[src/rtl/clru_pkg.sv]
`default_nettype none

package clru_pkg;

  typedef enum logic [2:0] {
    MODE_IMM  = 3'd0,
    MODE_ZP   = 3'd1,
    MODE_ZPI  = 3'd2,
    MODE_ABS  = 3'd3,
    MODE_ABSI = 3'd4,
    MODE_INX  = 3'd5,
    MODE_INY  = 3'd6
  } mode_t;

  typedef enum logic [1:0] {
    SEL_A = 2'd0,
    SEL_X = 2'd1,
    SEL_Y = 2'd2
  } sel_t;

  typedef struct packed {
    logic  ok;
    mode_t mode;
    sel_t  dest;
    sel_t  idx;
  } op_info_t;

  localparam logic [1:0] RK_READ  = 2'd0;
  localparam logic [1:0] RK_DONE  = 2'd1;
  localparam logic [1:0] RK_UNSUP = 2'd2;
  localparam logic [1:0] RK_SEQ   = 2'd3;

  typedef struct packed {
    logic [1:0]  kind;
    logic [15:0] addr;
    logic [7:0]  a;
    logic [7:0]  x;
    logic [7:0]  y;
    logic        z;
    logic        n;
    logic [2:0]  cyc;
  } res_t;

endpackage

`default_nettype wire

[src/rtl/clru_decode.sv]
`default_nettype none

module clru_decode (
  input  wire logic [7:0]         opcode,
  output clru_pkg::op_info_t      info
);
  import clru_pkg::*;

  localparam logic [7:0] OP_LDA_IMM  = 8'hA9;
  localparam logic [7:0] OP_LDA_ZP   = 8'hA5;
  localparam logic [7:0] OP_LDA_ZPX  = 8'hB5;
  localparam logic [7:0] OP_LDA_ABS  = 8'hAD;
  localparam logic [7:0] OP_LDA_ABSX = 8'hBD;
  localparam logic [7:0] OP_LDA_ABSY = 8'hB9;
  localparam logic [7:0] OP_LDA_INX  = 8'hA1;
  localparam logic [7:0] OP_LDA_INY  = 8'hB1;
  localparam logic [7:0] OP_LDX_IMM  = 8'hA2;
  localparam logic [7:0] OP_LDX_ZP   = 8'hA6;
  localparam logic [7:0] OP_LDX_ZPY  = 8'hB6;
  localparam logic [7:0] OP_LDX_ABS  = 8'hAE;
  localparam logic [7:0] OP_LDX_ABSY = 8'hBE;
  localparam logic [7:0] OP_LDY_IMM  = 8'hA0;
  localparam logic [7:0] OP_LDY_ZP   = 8'hA4;
  localparam logic [7:0] OP_LDY_ZPX  = 8'hB4;
  localparam logic [7:0] OP_LDY_ABS  = 8'hAC;
  localparam logic [7:0] OP_LDY_ABSX = 8'hBC;

  always_comb begin
    info = '{ok: 1'b1, mode: MODE_IMM, dest: SEL_A, idx: SEL_A};
    case (opcode)
      OP_LDA_IMM:  info = '{1'b1, MODE_IMM,  SEL_A, SEL_A};
      OP_LDA_ZP:   info = '{1'b1, MODE_ZP,   SEL_A, SEL_A};
      OP_LDA_ZPX:  info = '{1'b1, MODE_ZPI,  SEL_A, SEL_X};
      OP_LDA_ABS:  info = '{1'b1, MODE_ABS,  SEL_A, SEL_A};
      OP_LDA_ABSX: info = '{1'b1, MODE_ABSI, SEL_A, SEL_X};
      OP_LDA_ABSY: info = '{1'b1, MODE_ABSI, SEL_A, SEL_Y};
      OP_LDA_INX:  info = '{1'b1, MODE_INX,  SEL_A, SEL_X};
      OP_LDA_INY:  info = '{1'b1, MODE_INY,  SEL_A, SEL_Y};
      OP_LDX_IMM:  info = '{1'b1, MODE_IMM,  SEL_X, SEL_A};
      OP_LDX_ZP:   info = '{1'b1, MODE_ZP,   SEL_X, SEL_A};
      OP_LDX_ZPY:  info = '{1'b1, MODE_ZPI,  SEL_X, SEL_Y};
      OP_LDX_ABS:  info = '{1'b1, MODE_ABS,  SEL_X, SEL_A};
      OP_LDX_ABSY: info = '{1'b1, MODE_ABSI, SEL_X, SEL_Y};
      OP_LDY_IMM:  info = '{1'b1, MODE_IMM,  SEL_Y, SEL_A};
      OP_LDY_ZP:   info = '{1'b1, MODE_ZP,   SEL_Y, SEL_A};
      OP_LDY_ZPX:  info = '{1'b1, MODE_ZPI,  SEL_Y, SEL_X};
      OP_LDY_ABS:  info = '{1'b1, MODE_ABS,  SEL_Y, SEL_A};
      OP_LDY_ABSX: info = '{1'b1, MODE_ABSI, SEL_Y, SEL_X};
      default:     info = '{1'b0, MODE_IMM,  SEL_A, SEL_A};
    endcase
  end

endmodule

`default_nettype wire

[src/rtl/clru_exec.sv]
`default_nettype none

module clru_exec (
  input  wire logic        clk,
  input  wire logic        rst,
  input  wire logic        adv,
  input  wire logic        item_kind,
  input  wire logic [7:0]  opcode,
  input  wire logic [15:0] operand,
  input  wire logic [7:0]  read_data,
  output clru_pkg::res_t   res
);
  import clru_pkg::*;

  typedef enum logic [3:0] {
    PH_IDLE = 4'b0001,
    PH_DATA = 4'b0010,
    PH_PLO  = 4'b0100,
    PH_PHI  = 4'b1000
  } phase_t;

  function automatic logic [2:0] base_cycles(input mode_t m);
    case (m)
      MODE_IMM:  base_cycles = 3'd2;
      MODE_ZP:   base_cycles = 3'd3;
      MODE_ZPI:  base_cycles = 3'd4;
      MODE_ABS:  base_cycles = 3'd4;
      MODE_ABSI: base_cycles = 3'd4;
      MODE_INX:  base_cycles = 3'd6;
      MODE_INY:  base_cycles = 3'd5;
      default:   base_cycles = 3'd0;
    endcase
  endfunction

  phase_t      phase, phase_next;
  logic [7:0]  acc, idx_x, idx_y;
  logic        zflag, nflag;
  logic [7:0]  pending_opcode, pending_opcode_next;
  logic [7:0]  ptr, ptr_next;
  logic [7:0]  plo, plo_next;
  logic        page_crossed, page_crossed_next;

  op_info_t    dnew, dpend;
  logic [7:0]  zp, idx_val, ptr_new;
  logic [15:0] absi_sum, ptr_base, iny_sum;
  logic        load_en;
  sel_t        load_dest;
  logic [7:0]  load_val;
  logic        penalty;

  clru_decode u_dec_new  (.opcode(opcode),         .info(dnew));
  clru_decode u_dec_pend (.opcode(pending_opcode), .info(dpend));

  assign zp       = operand[7:0];
  assign idx_val  = (dnew.idx == SEL_X) ? idx_x : ((dnew.idx == SEL_Y) ? idx_y : 8'h00);
  assign absi_sum = operand + {8'h00, idx_val};
  assign ptr_new  = (dnew.mode == MODE_INX) ? zp + idx_x : zp;
  assign ptr_base = {read_data, plo};
  assign iny_sum  = ptr_base + {8'h00, idx_y};
  assign penalty  = page_crossed && (dpend.mode == MODE_ABSI || dpend.mode == MODE_INY);

  always_comb begin
    phase_next          = phase;
    pending_opcode_next = pending_opcode;
    ptr_next            = ptr;
    plo_next            = plo;
    page_crossed_next   = page_crossed;
    load_en             = 1'b0;
    load_dest           = dnew.dest;
    load_val            = zp;
    res.kind            = RK_SEQ;
    res.addr            = 16'h0000;
    res.cyc             = 3'd0;
    if (!item_kind) begin
      if (phase != PH_IDLE) begin
        res.kind = RK_SEQ;
      end else if (!dnew.ok) begin
        res.kind = RK_UNSUP;
      end else begin
        pending_opcode_next = opcode;
        page_crossed_next   = 1'b0;
        res.kind            = RK_READ;
        phase_next          = PH_DATA;
        case (dnew.mode)
          MODE_IMM: begin
            load_en    = 1'b1;
            res.kind   = RK_DONE;
            res.cyc    = base_cycles(MODE_IMM);
            phase_next = PH_IDLE;
          end
          MODE_ZP:  res.addr = {8'h00, zp};
          MODE_ZPI: res.addr = {8'h00, zp + idx_val};
          MODE_ABS: res.addr = operand;
          MODE_ABSI: begin
            res.addr          = absi_sum;
            page_crossed_next = absi_sum[15:8] != operand[15:8];
          end
          MODE_INX, MODE_INY: begin
            ptr_next   = ptr_new;
            phase_next = PH_PLO;
            res.addr   = {8'h00, ptr_new};
          end
          default: res.kind = RK_UNSUP;
        endcase
      end
    end else if (phase == PH_IDLE || !dpend.ok) begin
      res.kind = RK_SEQ;
    end else begin
      case (phase)
        PH_PLO: begin
          plo_next   = read_data;
          phase_next = PH_PHI;
          res.kind   = RK_READ;
          res.addr   = {8'h00, ptr + 8'd1};
        end
        PH_PHI: begin
          phase_next = PH_DATA;
          res.kind   = RK_READ;
          if (dpend.mode == MODE_INY) begin
            res.addr          = iny_sum;
            page_crossed_next = iny_sum[15:8] != read_data;
          end else begin
            res.addr          = ptr_base;
            page_crossed_next = 1'b0;
          end
        end
        PH_DATA: begin
          load_en    = 1'b1;
          load_dest  = dpend.dest;
          load_val   = read_data;
          phase_next = PH_IDLE;
          res.kind   = RK_DONE;
          res.cyc    = base_cycles(dpend.mode) + {2'b00, penalty};
        end
        default: res.kind = RK_SEQ;
      endcase
    end
    res.a = (load_en && load_dest == SEL_A) ? load_val : acc;
    res.x = (load_en && load_dest == SEL_X) ? load_val : idx_x;
    res.y = (load_en && load_dest == SEL_Y) ? load_val : idx_y;
    res.z = load_en ? (load_val == 8'h00) : zflag;
    res.n = load_en ? load_val[7] : nflag;
  end

  always_ff @(posedge clk) begin
    if (rst) begin
      phase          <= PH_IDLE;
      acc            <= 8'h00;
      idx_x          <= 8'h00;
      idx_y          <= 8'h00;
      zflag          <= 1'b0;
      nflag          <= 1'b0;
      pending_opcode <= 8'h00;
      ptr            <= 8'h00;
      plo            <= 8'h00;
      page_crossed   <= 1'b0;
    end else if (adv) begin
      phase          <= phase_next;
      acc            <= res.a;
      idx_x          <= res.x;
      idx_y          <= res.y;
      zflag          <= res.z;
      nflag          <= res.n;
      pending_opcode <= pending_opcode_next;
      ptr            <= ptr_next;
      plo            <= plo_next;
      page_crossed   <= page_crossed_next;
    end
  end

  a_done_idle: assert property (@(posedge clk) disable iff (rst)
    adv && res.kind == RK_DONE |=> phase == PH_IDLE)
    else $error("phase not idle after a completed load");

  a_read_busy: assert property (@(posedge clk) disable iff (rst)
    adv && res.kind == RK_READ |=> phase != PH_IDLE)
    else $error("phase idle after a read request");

  a_reject_keeps: assert property (@(posedge clk) disable iff (rst)
    adv && (res.kind == RK_UNSUP || res.kind == RK_SEQ) |=>
      phase == $past(phase) && acc == $past(acc) && idx_x == $past(idx_x)
      && idx_y == $past(idx_y) && pending_opcode == $past(pending_opcode))
    else $error("rejected item changed state");

  a_busy_known: assert property (@(posedge clk) disable iff (rst)
    phase != PH_IDLE |-> dpend.ok)
    else $error("pending opcode not a load");

endmodule

`default_nettype wire

[src/rtl/cpu_load_register_unit.sv]
// Load unit for the 8-bit CPU loads into A, X and Y with Z and N flags.
// Input channel (in_valid / in_stall): an instruction item (item_kind 0,
// opcode and operand) or a returned memory byte (item_kind 1, read_data).
// Output channel (out_valid / out_stall): exactly one result item per
// input item, in order: a read request with read_address, a completed
// load with its cycle count, an unsupported opcode, or an item out of
// sequence. Each result carries A, X, Y and the flags after that item.
// An accepted item is held in the input register and processed from it
// combinationally; it moves to the result register when that register
// is empty or its result is taken, so a receiver stall can hold it.
// Throughput: one item per cycle while the receiver does not stall, set
// by the single pass from input register through decode and address add
// to result register. Receiver stall holds the result register; an empty
// input register still takes one more item, after which in_stall rises.
// Reset clears A, X, Y, flags and the load sequence and empties both
// registers.
`default_nettype none

module cpu_load_register_unit (
  input  wire logic        clk,
  input  wire logic        rst,
  input  wire logic        in_valid,
  output logic             in_stall,
  input  wire logic        item_kind,
  input  wire logic [7:0]  opcode,
  input  wire logic [15:0] operand,
  input  wire logic [7:0]  read_data,
  output logic             out_valid,
  input  wire logic        out_stall,
  output logic [1:0]       result_kind,
  output logic [15:0]      read_address,
  output logic [7:0]       reg_a,
  output logic [7:0]       reg_x,
  output logic [7:0]       reg_y,
  output logic             flag_zero,
  output logic             flag_negative,
  output logic [2:0]       cycles_used
);
  import clru_pkg::*;

  logic        hold_valid;
  logic        hold_kind;
  logic [7:0]  hold_opcode;
  logic [15:0] hold_operand;
  logic [7:0]  hold_data;
  logic        adv;
  res_t        res;
  res_t        out_res;

  assign adv      = hold_valid && (!out_valid || !out_stall);
  assign in_stall = hold_valid && !adv;

  clru_exec u_exec (
    .clk       (clk),
    .rst       (rst),
    .adv       (adv),
    .item_kind (hold_kind),
    .opcode    (hold_opcode),
    .operand   (hold_operand),
    .read_data (hold_data),
    .res       (res)
  );

  always_ff @(posedge clk) begin
    if (rst) begin
      hold_valid <= 1'b0;
      out_valid  <= 1'b0;
    end else begin
      if (!in_stall) begin
        hold_valid <= in_valid;
      end
      if (!out_valid || !out_stall) begin
        out_valid <= hold_valid;
      end
    end
  end

  always_ff @(posedge clk) begin
    if (in_valid && !in_stall) begin
      hold_kind    <= item_kind;
      hold_opcode  <= opcode;
      hold_operand <= operand;
      hold_data    <= read_data;
    end
    if (adv) begin
      out_res <= res;
    end
  end

  assign result_kind   = out_res.kind;
  assign read_address  = out_res.addr;
  assign reg_a         = out_res.a;
  assign reg_x         = out_res.x;
  assign reg_y         = out_res.y;
  assign flag_zero     = out_res.z;
  assign flag_negative = out_res.n;
  assign cycles_used   = out_res.cyc;

  a_stall_full: assert property (@(posedge clk) disable iff (rst)
    in_stall |-> hold_valid && out_valid && out_stall)
    else $error("input stalled without a blocked result");

  a_drain: assert property (@(posedge clk) disable iff (rst)
    out_valid && !out_stall && !hold_valid |=> !out_valid)
    else $error("result register refilled from an empty input register");

  a_fill: assert property (@(posedge clk) disable iff (rst)
    hold_valid |=> out_valid)
    else $error("held item did not reach the result register");

endmodule

`default_nettype wire

[config.mk]
export PLATFORM = sky130hd
export DESIGN_NAME = cpu_load_register_unit
export DESIGN_NICKNAME = d
export VERILOG_FILES = /design/src/rtl/clru_pkg.sv /design/src/rtl/clru_decode.sv /design/src/rtl/clru_exec.sv /design/src/rtl/cpu_load_register_unit.sv
export SDC_FILE = /design/constraint.sdc
export NUM_CORES = 1
export LEC_CHECK = 0
export ABC_AREA = 1
export BUFFER_PORTS_ARGS = -buffer_cell sky130_fd_sc_hd__buf_2
export CORE_ASPECT_RATIO = 0.8
export CORE_MARGIN = 2
export CORE_UTILIZATION = 45
export CTS_BUF_LIST = sky130_fd_sc_hd__clkbuf_16
export DETAILED_ROUTE_END_ITERATION = 12
export HOLD_SLACK_MARGIN = 0.06
export PLACE_DENSITY = 0.74
export SLEW_MARGIN = 20
export SYNTH_ARGS = -nofsm -noshare
export SYNTH_HDL_FRONTEND = slang
export SYNTH_SLANG_ARGS = --single-unit
[constraint.sdc]
create_clock -name clk -period 8.78 [get_ports clk]
set_input_delay 1.756 -clock clk [delete_from_list [all_inputs] [get_ports clk]]
set_output_delay 1.756 -clock clk [all_outputs]
set_load 0.02 [all_outputs]
==> results of run 1 <==
-- worst paths after layout --
kind	slack, ns	from	cells past startpoint	endpoint
setup / recovery	4.73	hold_opcode[6]$_DFFE_PP_	18	read_address[14]$_DFFE_PP_
hold reg to reg	0.46	u_exec.pending_opcode[6]$_SDFFE_PP0P_	2	u_exec.pending_opcode[6]$_SDFFE_PP0P_
setup reg to reg	4.73	hold_opcode[6]$_DFFE_PP_	18	read_address[14]$_DFFE_PP_
hold / removal	0.46	u_exec.pending_opcode[6]$_SDFFE_PP0P_	2	u_exec.pending_opcode[6]$_SDFFE_PP0P_
-- layout by cell type (no fill, tap or decap), types with 3 or more instances in the layout --
cell type  Yosys  routed
a21oi_1       79      79
a22oi_1        3       3
a31oi_1        5       5
a32oi_1        3       3
buf_2          4      85
clkbuf_16      0      18
clkinv_1       3       4
clkinv_4       0       3
dfxtp_1       57      57
edfxtp_1      80      80
fa_1           3       3
ha_1          29      29
inv_1        152     152
inv_2         15      15
inv_6          0       4
nand2_1      261     261
nand2_2        5       5
nand2_4        3       3
nand3_1       53      53
nand3_2        6       6
nand4_1       19      19
nor2_1        73      72
nor2_2         9       9
nor2_4         6       7
nor3_1        15      15
o211ai_1      16      16
o21a_1         5       5
o21ai_0       59      59
o21ai_1       11      11
o21ai_2        7       7
o221ai_1       3       3
o22ai_1        8       8
o31ai_1        3       3
or2_2          3       3
xnor2_1        5       5
xor2_1        12      12
-- logic make-up after synthesis --
family | Yosys count | synth area share
AND/OR/NAND/NOR | 461 | 0.255
XOR/XNOR | 17 | 0.0182
adder cells (fa/ha/maj) | 32 | 0.0518
buffers and inverters | 191 | 0.0914
AO/OA/AOI/OAI | 209 | 0.150
flip-flops | 137 | 0.434
-- synthesized netlist by cell type (11+ instances only) --
| cell type | number |
|---|---|
| edfxtp_1 | 80 |
| nand2_1 | 261 |
| o211ai_1 | 16 |
| dfxtp_1 | 57 |
| nor3_1 | 15 |
| clkbuf_1 | 11 |
| nand4_1 | 19 |
| a21oi_1 | 79 |
| nand3_1 | 53 |
| nor2_1 | 73 |
| ha_1 | 29 |
| xor2_1 | 12 |
| inv_1 | 152 |
| o21ai_0 | 59 |
| inv_2 | 15 |
| o21ai_1 | 11 |
-- power groups by stage --
stage	Clock [uW]	Sequential [uW]	Combinational [uW]
after floorplan	0	753	96.1
after global placement	0	748	154
after detailed placement	0	748	155
after CTS	718	734	156
after global routing	751	737	175
final	712	735	158
-- stage by stage --
| stage | setup slack, ns | utilization |
|---|---|---|
| finish | 4.73 | 0.523 |
| global route | 4.35 | 0.523 |
| CTS | 4.79 | 0.523 |
| detailed placement | 4.74 | 0.491 |
| global placement | 4.83 | 0.491 |
| floorplan | 4.64 | - |
-- layer usage --
metal  GRT usage  vias up
met3      0.0748       37
met1       0.343     3287
li1            -     3656
met4      0.0664        0
met5           0        -
met2       0.326      369
-- area by class of cell --
type | count | area (um2) | share of cell area
multi-input combinational | 719 | 3890 | 0.414
sequential | 137 | 3540 | 0.377
inverter | 171 | 644 | 0.0686
clock buffer | 18 | 450 | 0.0480
timing repair buffer | 87 | 440 | 0.0469
tap | 230 | 288 | 0.0306
clock inverter | 14 | 138 | 0.0147
-- worst reg2reg max path: stages, from the launching register on --
cell	delay [ns]
edfxtp_1	0.43
nor3_2	0.41
nand3_1	0.18
o31ai_1	0.16
inv_1	0.23
o22ai_1	0.23
ha_1	0.22
inv_1	0.06
fa_1	0.40
o21ai_0	0.35
nand4_1	0.20
nand2_1	0.18
nand2_1	0.10
nor4_1	0.29
nand2_1	0.09
nand2_1	0.07
nand2_1	0.05
o211ai_1	0.07
nand2_1	0.08
==> impl_results.md, run 1 <==
- Net count after synthesis: ~1100
- Post-route non-filler standard cell count: about 1400
- Net Sw Frac: 0.268
- Worst Setup Start Kind: flop
- Buffer depth of the longest clock path: 2
- All-layer global routing usage: 0.233
- Total power draw: roughly 1600 uW
- Clk root buf: clkbuf_16
- Kind of cell adding the most delay to the critical path: simple AND/OR/NAND/NOR gates
- Wire per inst: approximately 16 um
- Unrepaired setup endpoints after global routing: no
- Pin count of the biggest net entering global routing: 74
- # IOs: 86
- Crit path top cell by count: nand2_1
- Number of buffers added to fix hold violations after cts: 0
- Switching power of the nets: roughly 430 uW
- Minimum period implied by the final worst setup slack: 4.05 ns
- Worst path cell trace: nor3_2 -> nand3_1 -> o31ai_1 -> inv_1 -> o22ai_1 -> ha_1 -> inv_1 -> fa_1 -> o21ai_0 -> nand4_1 -> nand2_1 -> nand2_1 -> nor4_1 -> nand2_1 -> nand2_1 -> nand2_1 -> o211ai_1 -> nand2_1
- Setup Skew: roughly 0.0085 ns
- Post-Syn Area: ~8000 um2
- Delay of the slowest cell on the worst path: roughly 0.43 ns
- Synth-to-Final Area Change: 14.9%
- Antenna Violating Nets Remaining: 0
- Top cell type's share of synthesized area: 0.294
- Std cell rows: between 40 and 50
- Flop and latch count out of synthesis: 137
- Vias: 7349
- Fraction of power consumed by sequential logic: 0.458
- Synth Warn #: 0
- Highest clock rate: approximately 250 MHz
- Instance count after placement with tap cells included: about 1300
- Category of the most critical setup path: flop to flop
- DIE HEIGHT: 125 um
- Count of unresolved DRC violations after routing: 0
- Detail Route met2 WL: a little under 9000 um
- Avg Vias per Cell: between 5 and 6
- Leak Pwr: 0.00439 uW
- Post-DP Area: ~9000 um2
- Pwr dens: between 150 and 200 nW/um2
- Dominant register cell in the synthesized netlist: edfxtp_1
- Port Buf Inserts: between 80 and 90
- Number of buffers created by CTS: 17
- Number of enable flip-flop cells after synthesis: 80
- Combinational cell fraction of total power: 0.099
- Antenna cells: 0
- Data arrival time at the worst-slack endpoint: between 4 and 5 ns
- Internal power: between 1000 and 1500 uW
- CP Capture Type: flop
- Worst EP required: about 9 ns
- Final-report hold violation count: 0
- Hold slack: about 0.46 ns
- Worst Max-Slew Pin Slew: between 0.8 and 0.9 ns
- Grt ovf: 0
- Number of sinks on the clock net: ~140
- Via count of the first global-routing pass: between 6000 and 7000
- Overall die area: around 19000 um2
- Die boundary width: between 150 and 200 um
- First-pass GRT wire length: 34700 um
- Fill cell instance count of the final layout: around 1700
- Post-layout instance area: about 9400 um2
- Distinct cell type count after synthesis: 52
- Sum Neg Setup Slack: 0 ns
- Synth area leaders: edfxtp_1 (29%), dfxtp_1 (14%), nand2_1 (12%), inv_1 (7.0%), a21oi_1 (4.8%)
- Worst slew slack as a fraction of its limit: 0.427
- Metal-1 WL: roughly 10000 um
- Run status: finished clean
- Crit-path max FO: 8
- Proportion of register bits with asynchronous set or reset after synthesis: 0
- HP Class: flop to flop
- Number of max-slew violations in the final report: 0
- Syn avg cell area: between 7 and 8 um2
- Drt initial violations: roughly 1000
- Final setup violation count: 0
- Top layer in use: met4
- Number of buffers inserted by post-CTS setup repair: 0
- Number of maximum-capacitance constraint violations: 0
- Post-synthesis sequential area ratio: 0.434
- Clock network latency to the later pin of the worst-skew pair: between 0.4 and 0.5 ns
- Starting density of the core: 0.455
- CTS H-tree depth: 4
- Count of mapped cells out of synthesis: 1047
- Core area: about 18000 um2
- Area leader, netlist: edfxtp_1
- Max rail drop VDD: approximately 0.14 mV
- Number of search-and-repair iterations in the first detailed-routing pass: 7
- Layout cells sized above 1: 0.159
- Critical Path Slowest Stage Cell: edfxtp_1
- Crit path buffers/inverters: 2
- GPL Wtd Cong: approximately 1.0
- Antenna violations before repair: 0
- Period utilization: 0.461
- PostCTS Resize Cnt: 0
- WL final: around 22000 um
- Portion of total power attributed to the clock network: 0.444
- Final HPWL from detailed placement: roughly 17000 um
- Met3 wire length: approximately 2500 um
- TritonCTS clock tree: built
- Fin nets: 1202
- Worst-path clk slew: about 0.060 ns
Power figures use the tool's default switching activity.
==> run 2: changes to the inputs <==
==> constraint.sdc (replaced) <==
create_clock -name clk -period 3.95 [get_ports clk]
set_input_delay 0.79 -clock clk [delete_from_list [all_inputs] [get_ports clk]]
set_output_delay 0.79 -clock clk [all_outputs]
set_load 0.02 [all_outputs]
==> run 2 against run 1 <==
Sequential power rose by 120%. Routed wire length rose by 1.3%. Sequential share of layout area fell by 0.15 points. Die area did not move. Core utilization rose by 0.21 points.
==> impl_results.md, run 2 (same netlist as run 1, synthesis figures left out) <==
- Run status: finished clean
- Number of search-and-repair iterations in the first detailed-routing pass: 6 (-1)
- Crit-path max FO: 8 (unchanged)
- Worst Max-Slew Pin Slew: 0.901 ns (+0.0406 ns)
- Number of max-slew violations in the final report: 0 (unchanged)
- Fill cell instance count of the final layout: 1659 (-0.30%)
- Clk root buf: clkbuf_16
- Count of unresolved DRC violations after routing: 0 (unchanged)
- Worst EP required: 4.13 ns (-4.83 ns)
- DIE HEIGHT: 125 um (unchanged)
- Die boundary width: 155 um (unchanged)
- Core area: 17900 um2 (unchanged)
- TritonCTS clock tree: built
- Category of the most critical setup path: flop to flop
- Worst Setup Start Kind: flop
- Pre-CTS setup slack: 0.261 ns (-4.48 ns)
- Port Buf Inserts: 85 (unchanged)
- Drt initial violations: 909 (-8.7%)
- Pin count of the biggest net entering global routing: 51 (-31%)
- # IOs: 86 (unchanged)
- Most frequent standard cell in the layout excluding fill and tap cells: nand2_1
- Most frequent cells in the layout: nand2_1 (261), inv_1 (154), buf_2 (85)
- Worst-path clk slew: 0.06 ns (about the same)
- Period utilization: 0.925 (+0.464)
- Delay of the slowest cell on the worst path: 0.43 ns (about the same)
- Antenna violations before repair: 0 (unchanged)
- Final-report hold violation count: 0 (unchanged)
- Overall die area: 19300 um2 (unchanged)
- Fin nets: 1207 (+0.42%)
- Number of sinks on the clock net: 137 (unchanged)
- Data arrival time at the worst-slack endpoint: 3.83 ns (-0.39 ns)
- Crit path buffers/inverters: 2 (unchanged)
- Synth-to-Final Area Change: 15.4%
- Starting density of the core: 0.455 (unchanged)
- Buffer depth of the longest clock path: 2 (unchanged)
- GPL Wtd Cong: 0.968 (-2.9%)
- Final HPWL from detailed placement: 16900 um (about the same)
- Worst Setup Slack, final: 0.296 ns (-4.44 ns)
- Layout cells sized above 1: 0.162 (+0.00279)
- Max rail drop VDD: 0.308 mV (+120%)
- Hold slack: 0.465 ns (+0.00795 ns)
- CP Capture Type: flop
- Worst slew slack as a fraction of its limit: 0.393 (-0.0334)
- Avg Vias per Cell: 5.41 (+1.3%)
- Kind of cell adding the most delay to the critical path: simple AND/OR/NAND/NOR gates
- Setup Skew: 0.00967 ns (+0.00118 ns)
- HP Class: flop to flop
- Vias: 7468 (+1.6%)
- Antenna Violating Nets Remaining: 0 (unchanged)
- Number of buffers added to fix hold violations after cts: 0 (unchanged)
- First-pass GRT wire length: 34500 um (-0.38%)
- Critical Path Slowest Stage Cell: edfxtp_1
- Highest clock rate: 274 MHz (+11%)
- Leak Pwr: 0.00442 uW (+0.65%)
- Final setup violation count: 0 (unchanged)
- Worst path cell trace: nor3_2 -> nand3_1 -> o31ai_2 -> inv_1 -> o22ai_1 -> ha_1 -> inv_1 -> fa_1 -> o21ai_0 -> nand4_1 -> nand2_1 -> nand2_1 -> nor4_2 -> nand2_1 -> nand2_1 -> nand2_1 -> o211ai_1 -> nand2_1
- Antenna cells: 0 (unchanged)
- Std cell rows: 44 (unchanged)
- Via count of the first global-routing pass: 6541 (-0.50%)
- Minimum period implied by the final worst setup slack: 3.65 ns (-0.394 ns)
- CTS H-tree depth: 4 (unchanged)
- WL final: 22400 um (+1.3%)
- Pwr dens: 375 nW/um2 (+120%)
- Grt ovf: 0 (unchanged)
- Clock network latency to the later pin of the worst-skew pair: 0.43 ns (about the same)
- Number of maximum-capacitance constraint violations: 0 (unchanged)
- Number of buffers created by CTS: 17 (unchanged)
- Wire per inst: 16.2 um (+0.98%)
- Crit path top cell by count: nand2_1
- All-layer global routing usage: 0.232 (-0.000822)
==> run 2: cell count changes in the layout (fill, tap and decap cells not counted), moves of 2 or more <==
cell / delta
inv_1: +2
buf_4: +5
inv_6: -3
inv_8: -2
clkinv_2: +2
==> run 2: path summary, 6_finish.rpt <==
check | slack, ns | startpoint | to | cells after the start
setup / recovery | 0.30 | hold_opcode[6]$_DFFE_PP_ | read_address[14]$_DFFE_PP_ | 18
hold / removal | 0.47 | u_exec.pending_opcode[6]$_SDFFE_PP0P_ | u_exec.pending_opcode[6]$_SDFFE_PP0P_ | 2
setup reg to reg | 0.30 | hold_opcode[6]$_DFFE_PP_ | read_address[14]$_DFFE_PP_ | 18
hold reg to reg | 0.47 | u_exec.pending_opcode[6]$_SDFFE_PP0P_ | u_exec.pending_opcode[6]$_SDFFE_PP0P_ | 2
==> run 2: layout make-up <==
class	instances	area, um2	share of cell area
Clock buffer	19	475	0.0504
Timing Repair Buffer	92	478	0.0507
Sequential cell	137	3540	0.376
Tap cell	230	288	0.0305
Clock inverter	13	101	0.0107
Inverter	171	644	0.0683
Multi-Input combinational cell	719	3900	0.413
==> run 2: where the power goes <==
group | switching (uW) | internal, uW | total (uW)
sequential | 48.6 | 1580 | 1630
clock | 616 | 931 | 1550
combinational | 245 | 115 | 360
total | 910 | 2630 | 3540
==> run 2: metrics by stage <==
stage / power, uW / instances / TNS [ns] / instance area (um2) / util
finish: 3540 / 1381 / 0 / 9430 / 0.525
CTS: 3550 / 1381 / 0 / 9420 / 0.525
detailed placement: 2010 / 1349 / 0 / 8840 / 0.493
global route: 3660 / 1381 / -0.0397 / 9430 / 0.525
floorplan: 1890 / 1047 / 0 / 8170 / -
global placement: 2000 / 1349 / 0 / 8840 / 0.493
==> run 2: per-layer routing <==
layer | global-route usage | vias up | share of wire
li1 | - | 3672 | -
met1 | 0.346 | 3430 | 0.47
met2 | 0.322 | 326 | 0.41
met3 | 0.0637 | 40 | 0.099
met4 | 0.0795 | 0 | 0.025
met5 | 0 | - | 0
==> run 2: what timing repair did <==
item                       CTS  global route
gates resized for setup      0             3
setup buffers                0             0
setup endpoints to repair    0             1
==> run 2: worst reg2reg max path, delay by kind of cell (launching register included) <==
family          cells  cell delay [ns]
flops               1             0.43
fa+ha+maj           2             0.60
simple gates       10             1.48
buf+inv             2             0.25
compound gates      4             0.65
